--- config.mk ---
export PLATFORM = sky130hd
export DESIGN_NAME = flash_update_stream_parser_unit
export DESIGN_NICKNAME = d
export VERILOG_FILES = /design/src/rtl/core/fusp_pkg.sv /design/src/rtl/core/fusp_front.sv /design/src/rtl/core/fusp_queue.sv /design/src/rtl/core/fusp_back.sv /design/src/rtl/core/flash_update_stream_parser_unit.sv
export VERILOG_INCLUDE_DIRS = /design/src /design/src/rtl/core
export SDC_FILE = /design/constraint.sdc
export NUM_CORES = 1
export LEC_CHECK = 0
export BUFFER_PORTS_ARGS = -buffer_cell sky130_fd_sc_hd__buf_2
export CAP_MARGIN = 20
export CORE_MARGIN = 3
export CORE_UTILIZATION = 45
export CTS_CLUSTER_DIAMETER = 200
export DETAILED_ROUTE_END_ITERATION = 12
export MAX_ROUTING_LAYER = met4
export PLACE_DENSITY_LB_ADDON = 0.25
export SLEW_MARGIN = 30
export SYNTH_ARGS = -nofsm -noshare
export SYNTH_HDL_FRONTEND = slang
export SYNTH_SLANG_ARGS = --single-unit
--- constraint.sdc ---
create_clock -name clk -period 3.74 [get_ports clk]
set_input_delay 0.374 -clock clk [delete_from_list [all_inputs] [get_ports clk]]
set_output_delay 0.374 -clock clk [all_outputs]
set_load 0.01 [all_outputs]
--- src/rtl/core/flash_update_stream_parser_unit_macros.svh ---
// ----------------------------------------------------------------------------
// Flash update stream parser assertion macros
// Shared property shapes for the concurrent checks of the parser top level.
// ----------------------------------------------------------------------------
`ifndef FLASH_UPDATE_STREAM_PARSER_UNIT_MACROS_SVH
`define FLASH_UPDATE_STREAM_PARSER_UNIT_MACROS_SVH

// Consequent must hold in the same cycle as the antecedent.
`define FUSP_ASSERT_SAME(label, ante, cons, msg) \
    label: assert property (@(posedge clk) disable iff (!rst_n) (ante) |-> (cons)) \
        else $error(msg);

// Consequent must hold in the cycle after the antecedent.
`define FUSP_ASSERT_NEXT(label, ante, cons, msg) \
    label: assert property (@(posedge clk) disable iff (!rst_n) (ante) |=> (cons)) \
        else $error(msg);

`endif

--- src/rtl/core/fusp_pkg.sv ---
`timescale 1ns / 1ps
// ----------------------------------------------------------------------------
// Flash update stream parser package
// Widths, codes and the job record passed from the front end to the back end.
// ----------------------------------------------------------------------------
package fusp_pkg;

    localparam int MAX_PAGE_BYTES = 4096;
    localparam int MIN_PAGE_BYTES = 2;

    localparam int PAGE_BYTES_W = 13;
    localparam int CFG_INDEX_W  = 2;
    localparam int CFG_DATA_W   = 16;

    // Parser stages
    localparam logic [1:0] STAGE_HUNT = 2'd0;
    localparam logic [1:0] STAGE_LEN  = 2'd1;
    localparam logic [1:0] STAGE_DATA = 2'd2;

    // Command kinds
    localparam logic [1:0] KIND_ERASE = 2'd0;
    localparam logic [1:0] KIND_FILL  = 2'd1;
    localparam logic [1:0] KIND_WRITE = 2'd2;
    localparam logic [1:0] KIND_APPLY = 2'd3;

    // Configuration register indexes
    localparam logic [CFG_INDEX_W-1:0] REG_START_WORD = 2'd0;
    localparam logic [CFG_INDEX_W-1:0] REG_PAGE_BYTES = 2'd1;

    // Job queue geometry
    localparam int QUEUE_DEPTH = 4;
    localparam int QUEUE_AW    = $clog2(QUEUE_DEPTH);

    // One completed data word and the commands it calls for.
    typedef struct packed {
        logic        erase;
        logic        write;
        logic        apply;
        logic [15:0] page;
        logic [31:0] offset;
        logic [15:0] word;
    } fusp_job_t;

    typedef struct packed {
        logic full;
        logic empty;
    } fusp_qstat_t;

endpackage

--- src/rtl/core/fusp_front.sv ---
`timescale 1ns / 1ps
// ----------------------------------------------------------------------------
// Flash update stream parser front end
// Hunts for the start word, gathers the length and data words, and queues
// one job per completed data word.
// ----------------------------------------------------------------------------
module fusp_front
    import fusp_pkg::*;
(
    input  logic                    clk,
    input  logic                    rst_n,
    input  logic [7:0]              data_byte,
    input  logic                    in_valid,
    output logic                    in_ready,
    input  logic [15:0]             start_word,
    input  logic [PAGE_BYTES_W-1:0] page_bytes,
    input  fusp_qstat_t             qstat,
    output logic                    push,
    output fusp_job_t               job
);

    logic [1:0]              stage_reg,       stage_next;
    logic [1:0]              sub_count_reg,   sub_count_next;
    logic [7:0]              hold_reg,        hold_next;
    logic [31:0]             total_reg,       total_next;
    logic [31:0]             bytes_done_reg,  bytes_done_next;
    logic [PAGE_BYTES_W-1:0] page_fill_reg,   page_fill_next;
    logic [15:0]             page_number_reg, page_number_next;

    logic                    accept;
    logic [PAGE_BYTES_W-1:0] size;
    logic [PAGE_BYTES_W-1:0] fill_inc;
    logic                    page_full;
    logic [32:0]             done;
    logic                    finish;

    assign in_ready = !qstat.full;
    assign accept   = in_valid && in_ready;

    // Page size clamped to the legal range.
    always_comb
    begin
        if (page_bytes < PAGE_BYTES_W'(MIN_PAGE_BYTES))
            size = PAGE_BYTES_W'(MIN_PAGE_BYTES);
        else if (page_bytes > PAGE_BYTES_W'(MAX_PAGE_BYTES))
            size = PAGE_BYTES_W'(MAX_PAGE_BYTES);
        else
            size = page_bytes;
    end

    assign fill_inc  = page_fill_reg + PAGE_BYTES_W'(2);
    assign page_full = (fill_inc >= size);
    assign done      = {1'b0, bytes_done_reg} + 33'd2;
    assign finish    = (done >= {1'b0, total_reg});

    always_comb
    begin
        stage_next       = stage_reg;
        sub_count_next   = sub_count_reg;
        hold_next        = hold_reg;
        total_next       = total_reg;
        bytes_done_next  = bytes_done_reg;
        page_fill_next   = page_fill_reg;
        page_number_next = page_number_reg;
        push             = 1'b0;

        job.erase  = (page_fill_reg == '0);
        job.write  = page_full;
        job.apply  = finish;
        job.page   = page_number_reg;
        job.offset = bytes_done_reg;
        job.word   = {hold_reg, data_byte};

        if (accept)
        begin
            unique case (stage_reg)
                STAGE_LEN:
                begin
                    total_next = total_reg | ({24'd0, data_byte} << {sub_count_reg, 3'b000});
                    if (sub_count_reg == 2'd3)
                    begin
                        sub_count_next = 2'd0;
                        stage_next     = STAGE_DATA;
                    end
                    else
                    begin
                        sub_count_next = sub_count_reg + 2'd1;
                    end
                end
                STAGE_DATA:
                begin
                    if (sub_count_reg == 2'd0)
                    begin
                        hold_next      = data_byte;
                        sub_count_next = 2'd1;
                    end
                    else
                    begin
                        push            = 1'b1;
                        sub_count_next  = 2'd0;
                        bytes_done_next = done[31:0];
                        if (page_full)
                        begin
                            page_fill_next   = '0;
                            page_number_next = page_number_reg + 16'd1;
                        end
                        else
                        begin
                            page_fill_next = fill_inc;
                        end
                        if (finish)
                        begin
                            stage_next       = STAGE_HUNT;
                            hold_next        = 8'd0;
                            total_next       = 32'd0;
                            bytes_done_next  = 32'd0;
                            page_fill_next   = '0;
                            page_number_next = 16'd0;
                        end
                    end
                end
                default:
                begin
                    stage_next = STAGE_HUNT;
                    if (sub_count_reg == 2'd0)
                    begin
                        if (data_byte == start_word[7:0])
                            sub_count_next = 2'd1;
                    end
                    else
                    begin
                        sub_count_next = 2'd0;
                        if (data_byte == start_word[15:8])
                        begin
                            stage_next       = STAGE_LEN;
                            hold_next        = 8'd0;
                            total_next       = 32'd0;
                            bytes_done_next  = 32'd0;
                            page_fill_next   = '0;
                            page_number_next = 16'd0;
                        end
                    end
                end
            endcase
        end
    end

    always_ff @(posedge clk or negedge rst_n)
    begin
        if (!rst_n)
        begin
            stage_reg       <= STAGE_HUNT;
            sub_count_reg   <= 2'd0;
            hold_reg        <= 8'd0;
            total_reg       <= 32'd0;
            bytes_done_reg  <= 32'd0;
            page_fill_reg   <= '0;
            page_number_reg <= 16'd0;
        end
        else
        begin
            stage_reg       <= stage_next;
            sub_count_reg   <= sub_count_next;
            hold_reg        <= hold_next;
            total_reg       <= total_next;
            bytes_done_reg  <= bytes_done_next;
            page_fill_reg   <= page_fill_next;
            page_number_reg <= page_number_next;
        end
    end

endmodule

--- src/rtl/core/fusp_queue.sv ---
`timescale 1ns / 1ps
// ----------------------------------------------------------------------------
// Flash update stream parser job queue
// Small first-in first-out buffer of jobs between the front and back ends.
// ----------------------------------------------------------------------------
module fusp_queue
    import fusp_pkg::*;
(
    input  logic        clk,
    input  logic        rst_n,
    input  logic        push,
    input  fusp_job_t   push_job,
    input  logic        pop,
    output fusp_job_t   head_job,
    output fusp_qstat_t qstat
);

    fusp_job_t             entry_reg [QUEUE_DEPTH];
    logic [QUEUE_AW-1:0]   wr_ptr_reg, wr_ptr_next;
    logic [QUEUE_AW-1:0]   rd_ptr_reg, rd_ptr_next;
    logic [QUEUE_AW:0]     count_reg,  count_next;

    assign qstat.full  = (count_reg == (QUEUE_AW + 1)'(QUEUE_DEPTH));
    assign qstat.empty = (count_reg == '0);
    assign head_job    = entry_reg[rd_ptr_reg];

    always_comb
    begin
        wr_ptr_next = push ? wr_ptr_reg + 1'b1 : wr_ptr_reg;
        rd_ptr_next = pop  ? rd_ptr_reg + 1'b1 : rd_ptr_reg;
        count_next  = count_reg;
        if (push && !pop)
            count_next = count_reg + 1'b1;
        else if (pop && !push)
            count_next = count_reg - 1'b1;
    end

    always_ff @(posedge clk)
    begin
        if (push)
            entry_reg[wr_ptr_reg] <= push_job;
    end

    always_ff @(posedge clk or negedge rst_n)
    begin
        if (!rst_n)
        begin
            wr_ptr_reg <= '0;
            rd_ptr_reg <= '0;
            count_reg  <= '0;
        end
        else
        begin
            wr_ptr_reg <= wr_ptr_next;
            rd_ptr_reg <= rd_ptr_next;
            count_reg  <= count_next;
        end
    end

endmodule

--- src/rtl/core/fusp_back.sv ---
`timescale 1ns / 1ps
// ----------------------------------------------------------------------------
// Flash update stream parser back end
// Expands each queued job into its flash commands, one per cycle while the
// consumer takes them, through an output register.
// ----------------------------------------------------------------------------
module fusp_back
    import fusp_pkg::*;
(
    input  logic        clk,
    input  logic        rst_n,
    input  fusp_job_t   head_job,
    input  fusp_qstat_t qstat,
    output logic        pop,
    output logic [1:0]  cmd_kind,
    output logic [15:0] page_index,
    output logic [31:0] byte_offset,
    output logic [15:0] word_value,
    output logic        last,
    output logic        out_valid,
    input  logic        out_ready
);

    // Pending commands of the current job: bit 0 erase, 1 fill, 2 write, 3 apply.
    logic [3:0]  mask_reg,      mask_next;
    fusp_job_t   job_reg,       job_next;
    logic        out_valid_reg, out_valid_next;
    logic [1:0]  kind_reg,      kind_next;
    logic [15:0] page_reg,      page_next;
    logic [31:0] offset_reg,    offset_next;
    logic [15:0] word_reg,      word_next;
    logic        last_reg,      last_next;

    logic        can_emit;
    logic        emit;
    logic [3:0]  pick;
    logic [3:0]  rest;
    logic        load;

    assign can_emit = !out_valid_reg || out_ready;
    assign emit     = can_emit && (mask_reg != 4'd0);
    assign pick     = mask_reg & (~mask_reg + 4'd1);
    assign rest     = mask_reg & ~pick;
    assign load     = !qstat.empty && ((mask_reg == 4'd0) || (emit && (rest == 4'd0)));
    assign pop      = load;

    always_comb
    begin
        job_next       = job_reg;
        mask_next      = mask_reg;
        out_valid_next = emit || (out_valid_reg && !out_ready);
        kind_next      = kind_reg;
        page_next      = page_reg;
        offset_next    = offset_reg;
        word_next      = word_reg;
        last_next      = last_reg;

        if (emit)
        begin
            mask_next   = rest;
            page_next   = 16'd0;
            offset_next = 32'd0;
            word_next   = 16'd0;
            last_next   = (rest == 4'd0);
            unique case (pick)
                4'b0001:
                begin
                    kind_next = KIND_ERASE;
                    page_next = job_reg.page;
                end
                4'b0010:
                begin
                    kind_next   = KIND_FILL;
                    offset_next = job_reg.offset;
                    word_next   = job_reg.word;
                end
                4'b0100:
                begin
                    kind_next = KIND_WRITE;
                    page_next = job_reg.page;
                end
                default:
                begin
                    kind_next = KIND_APPLY;
                end
            endcase
        end

        if (load)
        begin
            job_next  = head_job;
            mask_next = {head_job.apply, head_job.write, 1'b1, head_job.erase};
        end
    end

    always_ff @(posedge clk)
    begin
        job_reg    <= job_next;
        kind_reg   <= kind_next;
        page_reg   <= page_next;
        offset_reg <= offset_next;
        word_reg   <= word_next;
        last_reg   <= last_next;
    end

    always_ff @(posedge clk or negedge rst_n)
    begin
        if (!rst_n)
        begin
            mask_reg      <= 4'd0;
            out_valid_reg <= 1'b0;
        end
        else
        begin
            mask_reg      <= mask_next;
            out_valid_reg <= out_valid_next;
        end
    end

    assign out_valid   = out_valid_reg;
    assign cmd_kind    = kind_reg;
    assign page_index  = page_reg;
    assign byte_offset = offset_reg;
    assign word_value  = word_reg;
    assign last        = last_reg;

endmodule

--- src/rtl/core/flash_update_stream_parser_unit.sv ---
// Path: job queue, then back-end job register, then command output register.
// Throughput: one byte per cycle while the four-entry job queue has room; the back end
// issues one command per cycle while out_ready allows, and a word needs one to four commands.
// Reset: asynchronous, active low; the parser returns to hunting, the queue empties,
// start_word clears to 0 and page_bytes returns to 128.
`timescale 1ns / 1ps
// ----------------------------------------------------------------------------
// Flash update stream parser
// Turns a byte stream of a firmware update into erase, fill, write and apply
// flash commands.
// ----------------------------------------------------------------------------
`include "flash_update_stream_parser_unit_macros.svh"

module flash_update_stream_parser_unit
    import fusp_pkg::*;
(
    input  logic                   clk,
    input  logic                   rst_n,
    // Configuration write port
    input  logic                   cfg_we,
    input  logic [CFG_INDEX_W-1:0] cfg_index,
    input  logic [CFG_DATA_W-1:0]  cfg_wdata,
    // Byte input channel
    input  logic [7:0]             data_byte,
    input  logic                   in_valid,
    output logic                   in_ready,
    // Command output channel
    output logic [1:0]             cmd_kind,
    output logic [15:0]            page_index,
    output logic [31:0]            byte_offset,
    output logic [15:0]            word_value,
    output logic                   last,
    output logic                   out_valid,
    input  logic                   out_ready
);

    // Configuration registers. They are to be written only while the parser is
    // idle (the block does not enforce it), so no shadowing is needed.
    logic [15:0]             start_word_reg;
    logic [PAGE_BYTES_W-1:0] page_bytes_reg;

    // Front end to queue, queue to back end.
    logic        q_push;
    fusp_job_t   q_push_job;
    logic        q_pop;
    fusp_job_t   q_head_job;
    fusp_qstat_t q_stat;

    always_ff @(posedge clk or negedge rst_n)
    begin
        if (!rst_n)
        begin
            start_word_reg <= 16'd0;
            page_bytes_reg <= PAGE_BYTES_W'(128);
        end
        else if (cfg_we)
        begin
            unique case (cfg_index)
                REG_START_WORD: start_word_reg <= cfg_wdata;
                REG_PAGE_BYTES: page_bytes_reg <= cfg_wdata[PAGE_BYTES_W-1:0];
                default:
                begin
                    start_word_reg <= start_word_reg;
                end
            endcase
        end
    end

    // The front end takes one byte per transfer and, on the second byte of
    // a data word, queues a job that records which commands the word needs.
    fusp_front u_front
    (
        .clk        (clk),
        .rst_n      (rst_n),
        .data_byte  (data_byte),
        .in_valid   (in_valid),
        .in_ready   (in_ready),
        .start_word (start_word_reg),
        .page_bytes (page_bytes_reg),
        .qstat      (q_stat),
        .push       (q_push),
        .job        (q_push_job)
    );

    // The queue decouples byte intake from command issue, so a stalled
    // command consumer does not stop bytes until the queue fills.
    fusp_queue u_queue
    (
        .clk      (clk),
        .rst_n    (rst_n),
        .push     (q_push),
        .push_job (q_push_job),
        .pop      (q_pop),
        .head_job (q_head_job),
        .qstat    (q_stat)
    );

    // The back end walks the commands of each job in order and hands each
    // one out as a transfer on the output channel.
    fusp_back u_back
    (
        .clk         (clk),
        .rst_n       (rst_n),
        .head_job    (q_head_job),
        .qstat       (q_stat),
        .pop         (q_pop),
        .cmd_kind    (cmd_kind),
        .page_index  (page_index),
        .byte_offset (byte_offset),
        .word_value  (word_value),
        .last        (last),
        .out_valid   (out_valid),
        .out_ready   (out_ready)
    );

    // A job is never pushed into a full queue.
    `FUSP_ASSERT_SAME(a_no_push_when_full, q_push, !q_stat.full, "job pushed into full queue")
    // Apply always closes the commands of a word.
    `FUSP_ASSERT_SAME(a_apply_is_last, out_valid && (cmd_kind == KIND_APPLY), last,
        "apply command without last")
    // An erase is always followed by the fill of the same word.
    `FUSP_ASSERT_SAME(a_erase_not_last, out_valid && (cmd_kind == KIND_ERASE), !last,
        "erase command marked last")
    // Commands of one word leave back to back once the consumer takes them.
    `FUSP_ASSERT_NEXT(a_word_no_gap, out_valid && out_ready && !last, out_valid,
        "gap inside the commands of one word")

endmodule
Word level (Yosys, flattened, before mapping)

Memory sizes are Yosys's and may differ from the RTL's.
Cells that the tools add are included.

Memories: 1
Logic and storage cells: 146
Register bits: 277
Input port bits: 31
RAM bits: 268

Memories:

| name              | words | width | read ports | clocked after Yosys merged registers in | wr ports | RTL line         | text |
|---|---|---|---|---|---|---|---|
| u_queue.entry_reg | 4     | 67    | 1          | 0                                       | 1        | fusp_queue.sv:18 | `fusp_job_t entry_reg [QUEUE_DEPTH];` |

$lt $le $gt $ge: 4
Reductions and logical operators: 36
Shift operators: 1
Eq/ne operators: 18
Multiplexer cells: 48
Add/sub/neg operators: 9
Bitwise gates (word level): 7

Operator list:

| kind                                                                   | count |
|---|---|
| 32-bit two-way mux                                                     | 6 |
| 32-bit one-hot mux with 2 select lines                                 | 2 |
| 13-bit two-way mux                                                     | 7 |
| 16-bit two-way mux                                                     | 5 |
| 32-bit by 2-bit adder with 33-bit output (second input constant)       | 1 |
| 33-bit by 32-bit greater-or-equal comparator with 1-bit output         | 1 |
| 8-bit two-way mux                                                      | 4 |
| 32-bit OR                                                              | 1 |
| 16-bit one-hot mux with 2 select lines                                 | 1 |
| 8-bit by 5-bit << shifter with 32-bit output                           | 1 |
| 13-bit one-hot mux with 2 select lines                                 | 1 |
| 16-bit by 1-bit adder with 16-bit output (second input constant)       | 1 |
| 8-bit equality test                                                    | 2 |
| 8-bit one-hot mux with 2 select lines                                  | 1 |
| 5-bit AND reduction                                                    | 3 |
| 2-bit two-way mux                                                      | 7 |
| 13-bit by 2-bit adder with 13-bit output (second input constant)       | 1 |
| 13-bit greater-or-equal comparator                                     | 1 |
| 13-bit > comparator (second input constant)                            | 1 |
| 13-bit zero test                                                       | 1 |
| 13-bit by 2-bit < comparator with 1-bit output (second input constant) | 1 |
| 4-bit bitwise AND                                                      | 2 |
| 4-bit zero test                                                        | 2 |
| 4-bit two-way mux                                                      | 2 |
| other kinds (31)                                                       | 68 |

Logic depth before layout (Yosys ltp)

Gate-level depths: netlist (run 1).

Word-level depth: 12
Gate-level depth with buffers: 17

By module

A second synthesis (run 1) with hierarchy kept.

Cells, all modules: 1458
Area, all modules: 22635.5 sq um

By module, submodules not included:

| module                          | sequential area each (sq um) | instances | area an instance (sq um) | cells an instance |
|---|---|---|---|---|
| fusp_queue                      | 8222.9                       | 1         | 10069.7                  | 385 |
| fusp_front                      | 2577.5                       | 1         | 6801.5                   | 776 |
| fusp_back                       | 4058.9                       | 1         | 4662.0                   | 235 |
| flash_update_stream_parser_unit | 726.9                        | 1         | 1102.3                   | 62 |

Worst setup path before layout (run 1)

Ideal clock, no wire load.

Path kind: flip-flop to flip-flop
Start: reg u_front.bytes_done_reg[4]
End: reg u_front.bytes_done_reg[27]
Cell stages (with the launch flop): 17
Arrival: 3.928 ns
Setup time: 0.121 ns
Path slack: -0.309 ns
Cells stage by stage: dfrtp_1 clkbuf_1 nand4_1 nor3_2 nand4_1 nor3_1 xnor2_1 ha_1 nand3_2 or4_4 or2_4 a311o_1 and4_4 buf_6 buf_6 a21o_1 a22o_1

Longest elaborated chain between the ends: 5

RTL lines:

| element                                                        | RTL line          | text |
|---|---|---|
| from (decl)                                                    | fusp_front.sv:26  | `logic [31:0] bytes_done_reg, bytes_done_next;` |
| from (signal assigned)                                         | fusp_front.sv:166 | `bytes_done_reg <= bytes_done_next;` |
| 32-bit by 2-bit adder with 33-bit output (*)                   | fusp_front.sv:53  | `assign done = {1'b0, bytes_done_reg} + 33'd2;` |
| 33-bit by 32-bit greater-or-equal comparator with 1-bit output | fusp_front.sv:54  | `assign finish = (done >= {1'b0, total_reg});` |
| 32-bit two-way mux (*)                                         | fusp_front.sv:111 | `if (finish)` |
| 32-bit two-way mux (*)                                         | fusp_front.sv:92  | `if (sub_count_reg == 2'd0)` |
| 32-bit one-hot mux with 2 select lines (*)                     | fusp_front.sv:76  | `unique case (stage_reg)` |

Every way passes the cells marked *; elsewhere a longest branch is shown, timed or not. The select of a mux whose other input is x is not followed.
A chain may end at the register's enable or synchronous reset.

Worst setup path after layout (run 1)

Start: reg u_front.bytes_done_reg[5]
End: reg u_front.page_number_reg[1]

Longest elaborated chain between the ends: 5
Elaborated cells on any way between the ends: 7
Classes of those cells: add/sub: 1; order compare: 1; eq/ne: 1; mux: 3; reduce/logical: 1

RTL lines:

| element                                                            | RTL line          | text |
|---|---|---|
| 32-bit by 2-bit adder with 33-bit output (*)                       | fusp_front.sv:53  |  |
| 33-bit by 32-bit greater-or-equal comparator with 1-bit output (*) | fusp_front.sv:54  |  |
| 16-bit two-way mux                                                 | fusp_front.sv:111 |  |
| 16-bit two-way mux                                                 | fusp_front.sv:92  |  |
| 16-bit one-hot mux with 2 select lines                             | fusp_front.sv:76  |  |
| to (signal assigned)                                               | fusp_front.sv:168 | `page_number_reg <= page_number_next;` |
| to (decl)                                                          | fusp_front.sv:28  | `logic [15:0] page_number_reg, page_number_next;` |

Marked as above.

==> results of run 1 <==
cell families (layout without fill, tap and decap cells):
kind of cell	Yosys count	count (layout)	synth area share
XOR/XNOR	65	65	0.0255
other	1	1	0.000168
multiplexers	97	97	0.0822
flip-flops	537	537	0.691
buffers and inverters	120	382	0.0222
AO/OA/AOI/OAI	174	174	0.0519
AND/OR/NAND/NOR	396	396	0.0950
adder cells (fa/ha/maj)	57	57	0.0322
per-stage QoR:
step / setup TNS [ns] / power, W
global route: -24.24 / 0.0188
detailed placement: -7.66 / 0.0121
CTS: -1.14 / 0.0180
finish: -5.59 / 0.0178
global placement: -2.11 / 0.0120
floorplan: -0.0533 / 0.0108
cells in the mapped netlist (2+ instances only):
master / n
o31ai_1: 7
a31oi_1: 6
a21o_1: 15
nor3b_1: 2
nor4_1: 16
buf_6: 2
nand3_1: 67
mux4_2: 66
inv_1: 55
nand2b_1: 7
clkbuf_1: 40
nand2_1: 85
nand3b_1: 2
o22ai_1: 2
xnor2_1: 38
edfxtp_1: 393
buf_2: 9
nor2b_1: 22
or4_1: 3
a2111oi_0: 2
nor2_1: 37
a211o_1: 2
ha_1: 55
a21oi_1: 51
mux2_2: 30
dfrtp_1: 143
and3_1: 51
a32o_1: 9
nor3_1: 16
buf_4: 5
o2bb2ai_1: 3
a22o_1: 26
buf_1: 9
and4_1: 6
nand4_1: 15
o2111ai_1: 2
xor2_1: 27
o21ai_0: 36
or3_1: 2
o211ai_1: 3
a31o_2: 3
and2_1: 57
worst max-delay path: stages (launching register included):
cell and delay, ns:
dfrtp_1 0.36, nand4_1 0.12, buf_4 0.17, nor3_4 0.23, and3_4 0.25, nand4_1 0.17, xnor2_2 0.19, ha_1 0.30
nand2_1 0.07, or4_4 0.51, or2_4 0.27, a311o_1 0.29, nand4_1 0.17, buf_6 0.16, nor2_4 0.07, buf_6 0.15
a32o_1 0.25
area by class of cell:
class / count / share of cell area
Inverter: 55 / 0.00769
Sequential cell: 537 / 0.574
Clock inverter: 34 / 0.0157
Clock buffer: 70 / 0.0571
Multi-Input combinational cell: 790 / 0.250
Timing Repair Buffer: 223 / 0.0652
Tap cell: 656 / 0.0306
what timing repair did:
| item | CTS | global route |
|---|---|---|
| hold buffers | 9 | 0 |
| setup buffers | 8 | 7 |
| pin swaps | 11 | 36 |
| gates cloned | 2 | 5 |
| endpoints found under the setup margin | 87 | 92 |
| endpoints found under the hold margin | 77 | 0 |
| gates resized for setup | 29 | 70 |
routing by layer:
metal	vias to the layer above	GRT usage
met5	-	-
met4	0	0.0434
met2	276	0.292
li1	5934	-
met3	60	0.0318
met1	6501	0.246
placed cells by master (no fill, tap or decap), types with 16 or more instances in the layout:
cell type,count
buf_4,84
and3_1,47
nor2b_1,22
mux4_2,66
a21oi_1,35
dfrtp_1,140
a22o_1,26
and2_1,51
buf_2,98
nor2_1,29
xor2_1,26
ha_1,55
o21ai_1,16
xnor2_1,33
nand2_1,85
edfxtp_1,393
inv_1,54
o21ai_0,18
nand3_1,62
mux2_2,30
clkbuf_16,59
path summary, 6_finish.rpt:
path	slack, ns	endpoint	cells past startpoint
max	-0.11	u_front.page_number_reg[1]	16
min	0.04	page_bytes_reg[7]	2
max reg2reg	-0.11	u_front.page_number_reg[1]	16
min reg2reg	0.49	u_front.total_reg[0]	2
max in group asynchronous	2.45	u_front.bytes_done_reg[3]	3
min in group asynchronous	0.35	u_front.total_reg[10]	2
report_power, final:
group / internal (W) / total [W] / switching, W
registers: 0.00783 / 0.00833 / 0.000500
logic: 0.00169 / 0.00372 / 0.00203
clock network: 0.00353 / 0.00578 / 0.00226
total: 0.0131 / 0.0178 / 0.00479
==> impl_metrics.ini, run 1 <==
[run_status]
status = finished with violations
violations = setup timing

[cells_and_area]
regArea_um2 = 15400
syn_to_final_growth_pct = 20.4
final_util = 0.556
multi_input_area_um2 = 6720
diodes = 0
stdcell_area_um2 = 26900
layout.nets = 1749
largest_reg_flops = 264
layout-drive-gt1-share = 0.278
final_cells = 2365
fill_cells = 3780

[floorplan]
dieWidth_um = 229
die_h_um = 229
dieArea_um2 = 52300
core_area_um2 = 48300
num_io_pins = 100
initial_utilization = 0.461
placementRows = 80

[detailed_routing]
drt-vias-per-instance = 5.40
ant_nets = 0
wl_per_cell_um = 19.5
wl_met2_um = 22500
wl_met1_um = 20500
wl_met3_um = 2200
wirelength_um = 46100
drt_iter0_markers = 983
vias = 12800
top_layer = met4
drt_pass1_iterations = 7
route.detailed.drc = 0

[place]
dpl.hpwl_um = 28900
routabilityCongestion = 0.866
dp.cells = 2232
port_buffers = 98
postPlaceCellArea_um2 = 24200
dp_slack_ns = -0.205

[synthesis]
synthArstFlopShare = 0.268
syn_avg_cell_area_um2 = 15.4
synth_fp_nets = 1534
ys_seq_area_frac = 0.691
yosysTopAreaCellShare = 0.529
yosysTopAreaCell = edfxtp_1
synth_flop_cell = edfxtp_1
synth_cell_types = 62
ys_seq_elements = 537
synth_cells = 1447
synth_area_um2 = 22300
synth_edf_count = 393
synthTopCellsByArea = edfxtp_1 (53%), dfrtp_1 (16%), mux4_2 (6.7%)
yosysWarnings = 0

[clocking]
clk_pin_slew_ns = 0.06
clock_sinks = 537
insertion_delay_ns = 0.60
cts_buffers = 55
cts_buffer_depth = 3
htree_levels = 2
cts_tree = built
root_buffer = clkbuf_16

[power]
powerDensity_nw_per_um2 = 664
vdd_drop_max_v = 0.000446
p_leak_nw = 10.3

[global_route]
grt_use_total = 0.182
grt_pass1_wl_um = 73200
grt_pass1_vias = 13100
antenna_found_initial = 0
grt_max_degree = 70
grt_overflow = 0

[sta]
finalSetupViolCount = 66
grt_setup_unrepaired = true
hold-worst-slack_ns = 0.0376
tightestPinTransition_ns = 0.868
setup_ws_ns = -0.112
slew_viol_final = 0
fin_skew_ns = 0.0226
finalHoldViolCount = 0
clock.fmax_mhz = 260
maxSlewHeadroom = 0.422
min_period_ns = 3.85
period_share = 1.03

[worst_setup_path]
critPathRequiredTime_ns = 4.22
arrival_ns = 4.33
critPathCaptureType = flop
criticalPathCategory = flop to flop
reg2reg_from = u_front.bytes_done_reg[5]
critPathLaunch = u_front.bytes_done_reg[5]
path_max_fanout = 6
crit_path_start_kind = flop

[hold_path]
hold_path.class = input pin to flop
min-delay-start = cfg_wdata[7]

[job]
drv_cap = 0
Power figures use the tool's default switching activity.
==> run 2: changes to the inputs <==
- BUFFER_PORTS_ARGS: -buffer_cell sky130_fd_sc_hd__buf_2 -> unset
- DONT_BUFFER_PORTS: unset -> 1
==> run 2 against run 1 <==
  * The run still ends with setup timing left
  * Clock-buffer cell count grew 10
  * Power shrank 3.1%
  * First-iteration DRC count shrank 17%
  * Clock power shrank 5.9%
  * Utilization shrank 1.0 points
  * Setup slack gained 0.053 ns
  * Cell count shrank 3.7%
  * Design area shrank 1.9%
  * Non-clock buffer count shrank 87
  * Sequential power grew 3.2%
  * Sequential share of layout area grew 1.1 points
  * Highest routed layer unchanged
==> impl_metrics.ini, run 2 (same netlist as run 1, synthesis figures left out) <==
[cells_and_area]
most-common-layout-cells = edfxtp_1 (393), dfrtp_1 (140), nand2_1 (85), buf_4 (85), mux4_2 (66)
final_util = 0.545
diodes = 0
mostFrequentLayoutCell = edfxtp_1
syn_to_final_growth_pct = 18.2
final_cells = 2278
largest_reg_flops = 264
layout-drive-gt1-share = 0.232
layout.nets = 1662
fill_cells = 3848

[worst_setup_path]
criticalPathCategory = flop to flop
critPathRequiredTime_ns = 4.21
critical_path.most_common_cell = and3_4
crit_chain = and3_4 -> and4_4 -> and3_4 -> and2_4 -> nand3_4 -> xnor2_2 -> ha_1 -> nand3_2 -> or4_4 -> or2_4 -> a311o_1 -> nand4_1 -> buf_6 -> and3_4 -> clkbuf_16 -> nor2_2
crit_path_start_kind = flop
slowest_stage = or4_4
cp_num_buf_inv = 2
path_max_fanout = 8
crit_family = simple AND/OR/NAND/NOR gates
cpPeakStageDelay_ns = 0.56
critPathCaptureType = flop
arrival_ns = 4.27

[power]
powerDensity_nw_per_um2 = 656
p_total_w = 0.0173
vdd_drop_max_v = 0.000412
p_leak_nw = 9.81

[sta]
finalHoldViolCount = 0
fin_tns_setup_ns = -1.41
hold-worst-slack_ns = 0.0742
maxSlewHeadroom = 0.435
min_period_ns = 3.80
slew_viol_final = 0
clock.fmax_mhz = 263
tightestPinTransition_ns = 0.847
finalSetupViolCount = 52
fin_skew_ns = 0.0221
grt_setup_unrepaired = true
period_share = 1.02
setup_ws_ns = -0.0594

[hold_path]
hold_path.class = input pin to flop

[floorplan]
core_area_um2 = 48300
placementRows = 80
dieArea_um2 = 52300
dieWidth_um = 229
die_h_um = 229
num_io_pins = 100
initial_utilization = 0.461

[clocking]
insertion_delay_ns = 0.60
clock_sinks = 537
cts_buffers = 55
clk_pin_slew_ns = 0.06
cts_tree = built
cts_buffer_depth = 3
htree_levels = 2
root_buffer = clkbuf_16

[detailed_routing]
drt-vias-per-instance = 5.39
route.detailed.drc = 0
vias = 12300
ant_nets = 0
wirelength_um = 44900
drt_pass1_iterations = 5
wl_per_cell_um = 19.7
drt_iter0_markers = 812

[run_status]
status = finished with violations
violations = setup timing

[global_route]
grt_pass1_wl_um = 71600
grt_max_degree = 145
grt_pass1_vias = 12600
antenna_found_initial = 1
grt_use_total = 0.177
grt_overflow = 0

[place]
port_buffers = 0
routabilityCongestion = 0.885
dp.cells = 2127
dpl.hpwl_um = 27800

[job]
drv_cap = 0
-- run 2: changes by cell type in the layout (fill, tap and decap cells not counted), moves of 3 or more --
cell           before  now
a21oi_2            15   28
buf_2              98    0
clkbuf_1            6   13
xnor2_2             5    2
clkbuf_8            8   11
buf_12             14   10
o21ai_0            18   32
bufinv_16           9    4
dlygate4sd3_1       9   26
buf_6              11    8
a21oi_1            35   21
o21ai_1            16    4
xnor2_1            33   36
-- run 2: cell type report --
class | instances | area (um^2) | share of cell area
tap | 656 | 821 | 0.0311
sequential | 537 | 15400 | 0.585
timing repair buffer | 136 | 1330 | 0.0504
multi-input combinational | 790 | 6760 | 0.256
inverter | 55 | 206 | 0.00783
clock inverter | 24 | 233 | 0.00883
clock buffer | 80 | 1600 | 0.0607
-- run 2: path summary, 6_finish.rpt --
check | from | to | slack, ns | cells past startpoint
min | data_byte[0] | u_front.total_reg[24] | 0.07 | 3
max in group asynchronous | rst_n | u_queue.rd_ptr_reg[0] | 2.66 | 2
max reg2reg | u_front.bytes_done_reg[12] | u_front.total_reg[0] | -0.06 | 16
min in group asynchronous | rst_n | page_bytes_reg[9] | 0.44 | 2
max | u_front.bytes_done_reg[12] | u_front.total_reg[0] | -0.06 | 16
min reg2reg | u_queue.count_reg[2] | u_queue.count_reg[2] | 0.50 | 1
-- run 2: metal layers --
layer | share of wire | up-vias | routed length [um] | global-route usage
met5 | 0 | - | 0 | -
met4 | 0.014 | 0 | 628 | 0.0367
met3 | 0.041 | 53 | 1820 | 0.0315
met2 | 0.49 | 232 | 21900 | 0.285
met1 | 0.46 | 6242 | 20500 | 0.240
li1 | - | 5752 | - | -
-- run 2: worst register-to-register path, stage by stage (launching register included) --
cell and delay [ns]:
dfrtp_2 0.36, and3_4 0.18, and4_4 0.23, and3_4 0.20, and2_4 0.17, nand3_4 0.08
xnor2_2 0.14, ha_1 0.32, nand3_2 0.07, or4_4 0.56, or2_4 0.27, a311o_1 0.30
nand4_1 0.15, buf_6 0.16, and3_4 0.26, clkbuf_16 0.20, nor2_2 0.05
-- run 2: power breakdown --
part	switching, W	internal [W]	total [W]
Clock	0.00220	0.00324	0.00544
Combinational	0.00175	0.00151	0.00325
Sequential	0.000745	0.00786	0.00860
Total	0.00469	0.0126	0.0173
-- run 2: repair_timing --
item,4_1_cts,5_1_grt
pin swaps,3,16
endpoints found under the hold margin,214,0
setup endpoints to repair,84,100
cloned,1,4
hold buffers,27,0
gates resized for setup,17,64
buffers inserted,7,7
-- run 2: per-stage QoR --
step	worst slack, ns	instance area [um^2]
after floorplan	-0.0533	22400
final	-0.0594	26400
after CTS	0.00623	25900
after global placement	-0.0923	23700
after detailed placement	-0.162	23700
after global routing	-0.262	26400
